===== src/hw/rtl/dtp_pkg.sv =====
// Shared types and constants for the device tree token parser.
// Holds beat structs, token codes, event codes and the blob magic word.
// No dependencies.
package dtp_pkg;

  // Blob header magic word.
  localparam logic [31:0] DT_MAGIC = 32'hD00D_FEED;

  // Structure block token codes.
  localparam logic [31:0] TOK_BEGIN_NODE = 32'd1;
  localparam logic [31:0] TOK_END_NODE   = 32'd2;
  localparam logic [31:0] TOK_PROP       = 32'd3;
  localparam logic [31:0] TOK_NOP        = 32'd4;
  localparam logic [31:0] TOK_END        = 32'd9;

  // Result event codes.
  localparam logic [1:0] EV_PROP      = 2'd0;
  localparam logic [1:0] EV_BAD_MAGIC = 2'd1;
  localparam logic [1:0] EV_UNKNOWN   = 2'd2;
  localparam logic [1:0] EV_FINISHED  = 2'd3;

  // Input beat.
  typedef struct packed {
    logic [31:0] blob_word;
    logic        blob_start;
  } dtp_in_t;

  // Result beat.
  typedef struct packed {
    logic [1:0]  event_res;
    logic [31:0] name_position;
    logic [31:0] value_length;
    logic [31:0] first_value;
    logic        last_of_run;
  } dtp_res_t;

  // Results produced by one input beat, in order: res0 first.
  typedef struct packed {
    logic [1:0] cnt;
    dtp_res_t   res0;
    dtp_res_t   res1;
  } dtp_push_t;

endpackage


===== src/hw/rtl/dtp_walker.sv =====
// Token walker: header capture, structure block walk and event generation.
// Consumes one registered input beat per step. Depends on dtp_pkg.
module dtp_walker (
  input  logic             clk,
  input  logic             rst_n,
  input  logic             step,
  input  dtp_pkg::dtp_in_t beat,
  output dtp_pkg::dtp_push_t push
);
  import dtp_pkg::*;

  localparam logic [2:0] MODE_IDLE   = 3'd0;
  localparam logic [2:0] MODE_HEADER = 3'd1;
  localparam logic [2:0] MODE_TOKEN  = 3'd2;
  localparam logic [2:0] MODE_NAME   = 3'd3;
  localparam logic [2:0] MODE_PLEN   = 3'd4;
  localparam logic [2:0] MODE_PNAME  = 3'd5;
  localparam logic [2:0] MODE_VALUE  = 3'd6;

  localparam logic [31:0] FIRST_TOKEN_WORD = 32'd10;

  logic [2:0]  mode_r, mode_nxt;
  logic [31:0] word_index_r, word_index_nxt;
  logic [31:0] begin_word_r, begin_word_nxt;
  logic [32:0] struct_end_r, struct_end_nxt;
  logic [31:0] strings_start_r, strings_start_nxt;
  logic [31:0] pending_length_r, pending_length_nxt;
  logic [31:0] pending_name_r, pending_name_nxt;
  logic [29:0] words_left_r, words_left_nxt;
  logic        first_value_r, first_value_nxt;

  logic [31:0] w;
  logic        halted;
  logic        ev_valid;
  dtp_res_t    ev;
  logic        fin;
  logic [30:0] value_words;
  logic [29:0] left_dec;
  logic [31:0] begin_cand;

  assign w           = beat.blob_word;
  assign value_words = 31'(({1'b0, pending_length_r} + 33'd3) >> 2);
  assign left_dec    = words_left_r - 30'd1;
  assign begin_cand  = ({2'b00, w[31:2]} < FIRST_TOKEN_WORD) ? FIRST_TOKEN_WORD
                                                              : {2'b00, w[31:2]};

  // Next state and the primary event of this beat.
  always_comb begin
    mode_nxt           = mode_r;
    word_index_nxt     = word_index_r;
    begin_word_nxt     = begin_word_r;
    struct_end_nxt     = struct_end_r;
    strings_start_nxt  = strings_start_r;
    pending_length_nxt = pending_length_r;
    pending_name_nxt   = pending_name_r;
    words_left_nxt     = words_left_r;
    first_value_nxt    = first_value_r;
    halted             = 1'b0;
    ev_valid           = 1'b0;
    ev                 = '0;
    fin                = 1'b0;

    if (beat.blob_start) begin
      // A start beat abandons any walk and checks the magic word.
      word_index_nxt     = '0;
      begin_word_nxt     = FIRST_TOKEN_WORD;
      struct_end_nxt     = '0;
      strings_start_nxt  = '0;
      pending_length_nxt = '0;
      pending_name_nxt   = '0;
      words_left_nxt     = '0;
      first_value_nxt    = 1'b0;
      if (w != DT_MAGIC) begin
        ev_valid     = 1'b1;
        ev.event_res = EV_BAD_MAGIC;
        mode_nxt     = MODE_IDLE;
      end else begin
        mode_nxt = MODE_HEADER;
      end
    end else begin
      unique case (mode_r)
        MODE_IDLE: begin
          halted = 1'b1;
        end
        MODE_HEADER: begin
          // The end address is built from the offset first, then the size.
          if (word_index_r == 32'd2) begin
            begin_word_nxt = begin_cand;
            struct_end_nxt = {1'b0, w};
          end else if (word_index_r == 32'd3) begin
            strings_start_nxt = w;
          end else if (word_index_r == 32'd9) begin
            struct_end_nxt = struct_end_r + {1'b0, w};
            mode_nxt       = MODE_TOKEN;
          end
        end
        MODE_TOKEN: begin
          if (word_index_r >= begin_word_r) begin
            unique case (w) inside
              TOK_BEGIN_NODE: mode_nxt = MODE_NAME;
              TOK_PROP:       mode_nxt = MODE_PLEN;
              TOK_END_NODE, TOK_NOP, TOK_END: ;
              default: begin
                ev_valid     = 1'b1;
                ev.event_res = EV_UNKNOWN;
                mode_nxt     = MODE_IDLE;
              end
            endcase
          end
        end
        MODE_NAME: begin
          // The name ends with the first word that holds a zero byte.
          if ((w[31:24] == 8'd0) || (w[23:16] == 8'd0) ||
              (w[15:8] == 8'd0) || (w[7:0] == 8'd0)) begin
            mode_nxt = MODE_TOKEN;
          end
        end
        MODE_PLEN: begin
          pending_length_nxt = w;
          mode_nxt           = MODE_PNAME;
        end
        MODE_PNAME: begin
          pending_name_nxt = strings_start_r + w;
          if (pending_length_r == 32'd0) begin
            ev_valid         = 1'b1;
            ev.event_res     = EV_PROP;
            ev.name_position = strings_start_r + w;
            mode_nxt         = MODE_TOKEN;
          end else begin
            first_value_nxt = 1'b1;
            mode_nxt        = MODE_VALUE;
          end
        end
        MODE_VALUE: begin
          if (first_value_r) begin
            // First value word: report the property, then skip the remaining value words and padding.
            ev_valid         = 1'b1;
            ev.event_res     = EV_PROP;
            ev.name_position = pending_name_r;
            ev.value_length  = pending_length_r;
            ev.first_value   = w;
            first_value_nxt  = 1'b0;
            words_left_nxt   = 30'(value_words - 31'd1);
            if (value_words == 31'd1) begin
              mode_nxt = MODE_TOKEN;
            end
          end else begin
            if (words_left_r != 30'd0) begin
              words_left_nxt = left_dec;
            end
            if ((words_left_r == 30'd0) || (left_dec == 30'd0)) begin
              mode_nxt = MODE_TOKEN;
            end
          end
        end
        default: begin
          halted = 1'b1;
        end
      endcase
    end

    // Word counter, saturating; idle beats without start do not count.
    if (!halted) begin
      if (beat.blob_start) begin
        word_index_nxt = 32'd1;
      end else if (word_index_r != '1) begin
        word_index_nxt = word_index_r + 32'd1;
      end
    end

    // End of structure block is tested at token boundaries only.
    if (!halted && (mode_nxt == MODE_TOKEN) && (word_index_nxt >= begin_word_nxt) &&
        ({word_index_nxt, 2'b00} >= {1'b0, struct_end_nxt})) begin
      fin      = 1'b1;
      mode_nxt = MODE_IDLE;
    end
  end

  // Pack this beat's results in order.
  always_comb begin
    push = '0;
    if (step) begin
      if (ev_valid && fin) begin
        push.cnt                 = 2'd2;
        push.res0                = ev;
        push.res1.event_res      = EV_FINISHED;
        push.res1.last_of_run    = 1'b1;
      end else if (ev_valid) begin
        push.cnt                 = 2'd1;
        push.res0                = ev;
        push.res0.last_of_run    = 1'b1;
      end else if (fin) begin
        push.cnt                 = 2'd1;
        push.res0.event_res      = EV_FINISHED;
        push.res0.last_of_run    = 1'b1;
      end
    end
  end

  // Control state.
  always_ff @(posedge clk) begin
    if (!rst_n) begin
      mode_r           <= MODE_IDLE;
      word_index_r     <= '0;
      begin_word_r     <= FIRST_TOKEN_WORD;
      struct_end_r     <= '0;
      strings_start_r  <= '0;
      pending_length_r <= '0;
      pending_name_r   <= '0;
      words_left_r     <= '0;
      first_value_r    <= 1'b0;
    end else if (step) begin
      mode_r           <= mode_nxt;
      word_index_r     <= word_index_nxt;
      begin_word_r     <= begin_word_nxt;
      struct_end_r     <= struct_end_nxt;
      strings_start_r  <= strings_start_nxt;
      pending_length_r <= pending_length_nxt;
      pending_name_r   <= pending_name_nxt;
      words_left_r     <= words_left_nxt;
      first_value_r    <= first_value_nxt;
    end
  end

`ifndef NO_ASSERTIONS
  // Two results in one beat are always a property followed by the finish.
  assert property (@(posedge clk) disable iff (!rst_n)
    (push.cnt == 2'd2) |-> (push.res0.event_res == EV_PROP) &&
                           (push.res1.event_res == EV_FINISHED))
    else $error("dtp_walker: bad pair of results");

  // No results without a step.
  assert property (@(posedge clk) disable iff (!rst_n)
    !step |-> (push.cnt == 2'd0))
    else $error("dtp_walker: results without a step");

  // A bad magic word leaves the walker idle.
  assert property (@(posedge clk) disable iff (!rst_n)
    (step && beat.blob_start && (beat.blob_word != DT_MAGIC)) |=> (mode_r == MODE_IDLE))
    else $error("dtp_walker: not idle after bad magic");

  // The first value flag is only set while in the value mode.
  assert property (@(posedge clk) disable iff (!rst_n)
    first_value_r |-> (mode_r == MODE_VALUE))
    else $error("dtp_walker: first value flag outside value mode");
`endif

endmodule


===== src/hw/rtl/dtp_result_fifo.sv =====
// Result queue: takes up to two result beats per cycle, hands out one unless stalled.
// Entries are flops read at the head pointer. Depends on dtp_pkg.
module dtp_result_fifo #(
  parameter int DEPTH = 4
) (
  input  logic               clk,
  input  logic               rst_n,
  input  dtp_pkg::dtp_push_t push,
  output logic               room,
  output logic               out_valid,
  input  logic               out_stall,
  output dtp_pkg::dtp_res_t  out_data
);
  import dtp_pkg::*;

  localparam int PW = $clog2(DEPTH);
  localparam int CW = $clog2(DEPTH + 1);

  dtp_res_t        mem_r [DEPTH];
  logic [PW-1:0]   wr_ptr_r, wr_ptr_nxt;
  logic [PW-1:0]   rd_ptr_r, rd_ptr_nxt;
  logic [CW-1:0]   count_r, count_nxt;
  logic [PW-1:0]   wr_ptr1;
  logic [PW-1:0]   wr_ptr2;
  logic            pop;

  assign wr_ptr1   = (wr_ptr_r == PW'(DEPTH - 1)) ? '0 : wr_ptr_r + PW'(1);
  assign wr_ptr2   = (wr_ptr1 == PW'(DEPTH - 1)) ? '0 : wr_ptr1 + PW'(1);
  assign out_valid = (count_r != '0);
  assign out_data  = mem_r[rd_ptr_r];
  assign pop       = out_valid && !out_stall;
  assign room      = (count_r <= CW'(DEPTH - 2));

  // Pointer and fill count update.
  always_comb begin
    wr_ptr_nxt = wr_ptr_r;
    if (push.cnt == 2'd1) begin
      wr_ptr_nxt = wr_ptr1;
    end else if (push.cnt == 2'd2) begin
      wr_ptr_nxt = wr_ptr2;
    end
    rd_ptr_nxt = rd_ptr_r;
    if (pop) begin
      rd_ptr_nxt = (rd_ptr_r == PW'(DEPTH - 1)) ? '0 : rd_ptr_r + PW'(1);
    end
    count_nxt = count_r + CW'(push.cnt) - CW'(pop);
  end

  always_ff @(posedge clk) begin
    if (!rst_n) begin
      wr_ptr_r <= '0;
      rd_ptr_r <= '0;
      count_r  <= '0;
    end else begin
      wr_ptr_r <= wr_ptr_nxt;
      rd_ptr_r <= rd_ptr_nxt;
      count_r  <= count_nxt;
    end
  end

  // Entry writes, one or two per cycle; each entry takes at most one.
  always_ff @(posedge clk) begin
    for (int i = 0; i < DEPTH; i++) begin
      if ((push.cnt != 2'd0) && (wr_ptr_r == PW'(i))) begin
        mem_r[i] <= push.res0;
      end else if ((push.cnt == 2'd2) && (wr_ptr1 == PW'(i))) begin
        mem_r[i] <= push.res1;
      end
    end
  end

`ifndef NO_ASSERTIONS
  // The fill count never passes the depth.
  assert property (@(posedge clk) disable iff (!rst_n)
    count_r <= CW'(DEPTH))
    else $error("dtp_result_fifo: overflow");

  // Pushes only arrive while two entries are free.
  assert property (@(posedge clk) disable iff (!rst_n)
    (push.cnt != 2'd0) |-> $past(room) || room)
    else $error("dtp_result_fifo: push without room");

  // A stalled head entry stays in place.
  assert property (@(posedge clk) disable iff (!rst_n)
    (out_valid && out_stall) |=> $stable(rd_ptr_r))
    else $error("dtp_result_fifo: head moved under stall");
`endif

endmodule


===== src/hw/rtl/device_tree_token_parser.sv =====
// Top level of the device tree token parser.
// Instantiates dtp_walker and dtp_result_fifo. Depends on dtp_pkg.

// The parser takes one 32-bit blob word per beat and can accept a beat in
// every cycle. An accepted beat is held in an input register and processed
// once the queue has two free entries; its results (none, one or two) enter
// a result queue of RES_DEPTH entries. The input stalls while a beat is held
// and the queue has fewer than two free entries; with a sink that takes a
// beat in every cycle the rate is one word per cycle. A beat with blob_start
// high restarts the parser at word zero, whatever it was doing. RES_DEPTH
// must be at least 2.
module device_tree_token_parser #(
  parameter int RES_DEPTH = 4
) (
  input  logic              clk,
  input  logic              rst_n,
  input  logic              in_valid,
  output logic              in_stall,
  input  dtp_pkg::dtp_in_t  in_data,
  output logic              out_valid,
  input  logic              out_stall,
  output dtp_pkg::dtp_res_t out_data
);
  import dtp_pkg::*;

  logic      in_valid_r;
  dtp_in_t   in_data_r;
  logic      room;
  logic      step;
  dtp_push_t push;

  // The held beat advances when the queue can take two results.
  assign step     = in_valid_r && room;
  assign in_stall = in_valid_r && !room;

  // Input register.
  always_ff @(posedge clk) begin
    if (!rst_n) begin
      in_valid_r <= 1'b0;
    end else if (!in_stall) begin
      in_valid_r <= in_valid;
    end
  end

  always_ff @(posedge clk) begin
    if (!in_stall && in_valid) begin
      in_data_r <= in_data;
    end
  end

  dtp_walker u_walker (
    .clk   (clk),
    .rst_n (rst_n),
    .step  (step),
    .beat  (in_data_r),
    .push  (push)
  );

  dtp_result_fifo #(
    .DEPTH (RES_DEPTH)
  ) u_result_fifo (
    .clk       (clk),
    .rst_n     (rst_n),
    .push      (push),
    .room      (room),
    .out_valid (out_valid),
    .out_stall (out_stall),
    .out_data  (out_data)
  );

endmodule

===== config.mk =====
export PLATFORM = sky130hd
export DESIGN_NAME = device_tree_token_parser
export DESIGN_NICKNAME = d
export VERILOG_FILES = /design/src/hw/rtl/dtp_pkg.sv /design/src/hw/rtl/dtp_walker.sv /design/src/hw/rtl/dtp_result_fifo.sv /design/src/hw/rtl/device_tree_token_parser.sv
export SDC_FILE = /design/constraint.sdc
export NUM_CORES = 2
export LEC_CHECK = 0
export BUFFER_PORTS_ARGS = -buffer_cell sky130_fd_sc_hd__buf_2
export CAP_MARGIN = 20
export CORE_ASPECT_RATIO = 1.1
export CORE_UTILIZATION = 65
export CTS_BUF_LIST = sky130_fd_sc_hd__clkbuf_8
export CTS_CLUSTER_DIAMETER = 60
export CTS_CLUSTER_SIZE = 30
export DETAILED_ROUTE_END_ITERATION = 7
export PLACE_DENSITY = 0.83
export SYNTH_ARGS = -nofsm -noshare
export SYNTH_HDL_FRONTEND = slang
export SYNTH_HIERARCHICAL = 1
export SYNTH_SLANG_ARGS = --single-unit

===== constraint.sdc =====
create_clock -name clk -period 19.4 [get_ports clk]
set_clock_uncertainty 0.2 [all_clocks]
set_input_delay 0.97 -clock clk [delete_from_list [all_inputs] [get_ports clk]]
set_output_delay 0.97 -clock clk [all_outputs]
set_load 0.01 [all_outputs]

==> results.txt <==
The clock latency on the worst-skew pair was 0.72 ns; the maximum count of clock buffers along a single path was 3. The initial antenna violation count came out at 2. TritonCTS built the clock tree. In the final routed layout, each cell accounts on average for 23.4 um.

Count of non-filler cells in the finished layout: 4587. After routing the design area is 42500 um^2. Synthesis instantiated 82 different standard cells from the library. In the synthesized netlist, the number of instances is 3706.

Post-CTS timing repair inserted 0 buffers for setup. The final layout contains 3944 nets. The worst slew margin relative to its limit was 0.242. The total global-route track usage was 0.336.

Among all stages on the critical path, the largest delay is contributed by buf_4. At the worst endpoint, the required time is 19.67 ns. In the routed layout, each cell is associated on average with a via count of 6.52. The vertical die dimension is 263 um. The worst hold path stage count came out at 1. The final period utilization was 0.508; the number of top-level pins was 138. Data arrives at the worst endpoint at 10.12 ns. The number of enable-type register cells in the synthesized netlist is 429. For this run, design rule violations remaining after detail routing come to 0. After detailed routing, the total wire length is 107000 um. The analysis attributes to cell leakage a power of 15.9 nW. The tools report the instance area at placement as 41300 um^2. Gates resized during post-CTS repair numbered 0.

By area the synthesized netlist is led by edfxtp_1 32%, dfxtp_1 12%, mux2_2 10%, ha_1 5.6%, mux4_2 5.5%. For the effective utilization at floorplan, the log shows 0.659. The share of the synthesized area in the top cell type is 0.319, and the number of nets still failing antenna checks after routing is 0.

The clock period could shrink to 9.85 ns. Static timing analysis puts the maximum clock frequency at 101 MHz. Across the run, the number of max-cap violations was 0.

STA classifies the critical path endpoint as a register. The logs give 0.972 for the final weighted congestion in routability-driven placement and 0.0769 mV for the maximum resistive drop on vdd. Summing every instance area after synthesis gives 40400 um^2. Share of final-layout standard cells stronger than drive strength 1: 0.210.

The run gives 3.31 mW as the total power draw. In the layout the commonest cells are 429 x edfxtp_1, 367 x mux2_2, 328 x nand2_1. The CTS root buffer was clkbuf_8. The number of storage elements in the synthesis netlist works out to 666. The path type of the worst setup path is register to register. Along the worst path, the maximum fanout reaches 62. The number of setup violations in the final report came out at 0.

The worst setup path is launched from a register. The per-instance average area after synthesis works out to 10.9 um^2. Setup repair after global routing left no endpoint under its margin. The area growth from synthesis to layout was 5.29%; the final worst hold slack was 0.238 ns. The total count of hold-check failures in the final report was 0; the count of TritonRoute iterations in the first routing pass was 6. Number of max-slew violations in the final report: 0. For the sequential fraction of the synthesis area, the log shows 0.437. For this design the ratio of total power to cell area is 77.8 nW/um^2. The port buffer count was 137. The run gives 29900 as the vias after detailed routing.

The logs give 165000 um for the wire length of the first global-routing pass and 0 for the global route total overflow. After routing, the total negative slack on setup checks comes to 0 ns. The largest total area in the synthesized netlist belongs to edfxtp_1. The run finished with clean final reports.

For the pin with the worst max-slew slack, the measured transition is 1.14 ns. After the first detailed-routing iteration, the DRC count stood at 3441. The count of hold-fix buffers inserted at cts is 0. The number of cells on the worst reg-to-reg path was 30.

The library cell used most frequently in the layout, excluding fill and tap cells, is edfxtp_1. The via count of the first global-routing pass came out at 29000. The worst hold path belongs to the class primary input to register.

Including well taps, the total number of placed cells is 4499. The proportion of synthesized flip-flops having asynchronous set or reset works out to 0. The placeable core area was 61200 um^2; the delay contributed by the slowest stage of the critical path was 0.80 ns. The die covers 63100 um^2. The most used flip-flop cell after synthesis is edfxtp_1. The run gives 666 as the sink count of the clock tree. For the number of clock buffers inserted by TritonCTS, the log shows 45. Entering global routing, the biggest net connects 166 pins. The site row count was 95; the x dimension of the die was 240 um. The run gives 2 as the deepest level of the CTS H-tree. The Yosys step of the flow raised 6 warnings.

For the post-DP HPWL, the log shows 72900 um. Clock transition at the registers of the reported paths: 0.15 ns. The cell occurring most often along the worst timing path is ha_1.
## report_power, final
part	switching (mW)	internal, mW	leakage (nW)
clock	0.555	0.302	0.592
sequential	0.0719	1.55	5.69
combinational	0.487	0.344	9.59
total	1.11	2.19	15.9
## registers in the layout (all words and copies together) (netlist names), named ones only
| name | cells |
|---|---|
| u_walker/mode_r | 3 |
| u_walker/pending_name_r | 32 |
| in_data_r | 33 |
| u_walker/struct_end_r | 33 |
| u_walker/pending_length_r | 32 |
| u_walker/first_value_r | 1 |
| u_walker/words_left_r | 30 |
| u_result_fifo/count_r | 3 |
| in_valid_r | 1 |
| u_walker/strings_start_r | 32 |
| u_walker/word_index_r | 32 |
| u_result_fifo/rd_ptr_r | 2 |
| u_result_fifo/mem_r | 396 |
| u_walker/begin_word_r | 32 |
| u_result_fifo/wr_ptr_r | 2 |
## final cells by class
class / instances / area [um^2]
Fill cell: 4338 / 18700
Multi-Input combinational cell: 2732 / 21200
Clock buffer: 47 / 647
Timing Repair Buffer: 187 / 1130
Antenna cell: 3 / 7.51
Inverter: 91 / 342
Tap cell: 824 / 1030
Sequential cell: 666 / 17600
Clock inverter: 37 / 531
## per-stage QoR
stage	util	setup WS, ns
final	0.694	9.55
after global routing	0.694	8.92
after CTS	0.694	9.78
after detailed placement	0.675	9.80
after global placement	0.674	9.96
after floorplan	-	5.99
## per-layer routing
metal  track usage  wire length [um]  part of all wire  vias up
li1              -                 -                 -    13700
met1         0.458             43500              0.41    14600
met2         0.548             50600              0.47     1425
met3        0.0489              9330             0.087      238
met4         0.116              3850             0.036        0
met5             0                 0                 0        -
## final timing paths
path,start,endpoint,slack [ns]
setup / recovery,in_data_r[2],u_result_fifo/mem_r[2][55],9.55
hold / removal,in_data[15],in_data_r[15],0.24
setup reg to reg,in_data_r[2],u_result_fifo/mem_r[2][55],9.55
hold reg to reg,u_walker/strings_start_r[4],u_walker/strings_start_r[4],0.28
## kinds of logic after synthesis
group | count (synthesis) | synth area share
AOI/OAI and AO/OA | 762 | 0.129
xor gates and xnor gates | 129 | 0.0280
adders and majority gates | 184 | 0.0576
buffers and inverters | 403 | 0.0497
DFF | 666 | 0.437
muxes | 515 | 0.171
other | 1 | 0.0000929
and+or+nand+nor | 1046 | 0.129
## worst max-delay path: cells and delay by family (launching register included)
family / cells / cell delay, ns
adders and majority gates: 4 / 1.36
buffers and inverters: 4 / 1.64
and+or+nand+nor: 7 / 1.26
muxes: 1 / 0.43
AOI/OAI and AO/OA: 14 / 4.02
DFF: 1 / 0.60
## synthesized netlist by cell type, drive strengths merged (13+ instances only)
cell type and number:
o211ai 25, inv 90, and3 16, or3 25, o21a 26, o211a 27
clkbuf 143, mux2 398, a211oi 23, nand2 328, xor2 52, a21boi 71
a21o 46, a21oi 136, nand3 59, edfxtp 429, nor2b 107, nand2b 16
ha 181, o31ai 14, dfxtp 237, a31oi 17, buf 169, and2 105
nand4 30, mux4 99, o21ai 164, o221ai 17, xnor2 77, nor3 69
mux2i 18, nor2 199, or2 18, nor4 36, a2111oi 13, a22oi 95
(Power assumes the default switching activity.)
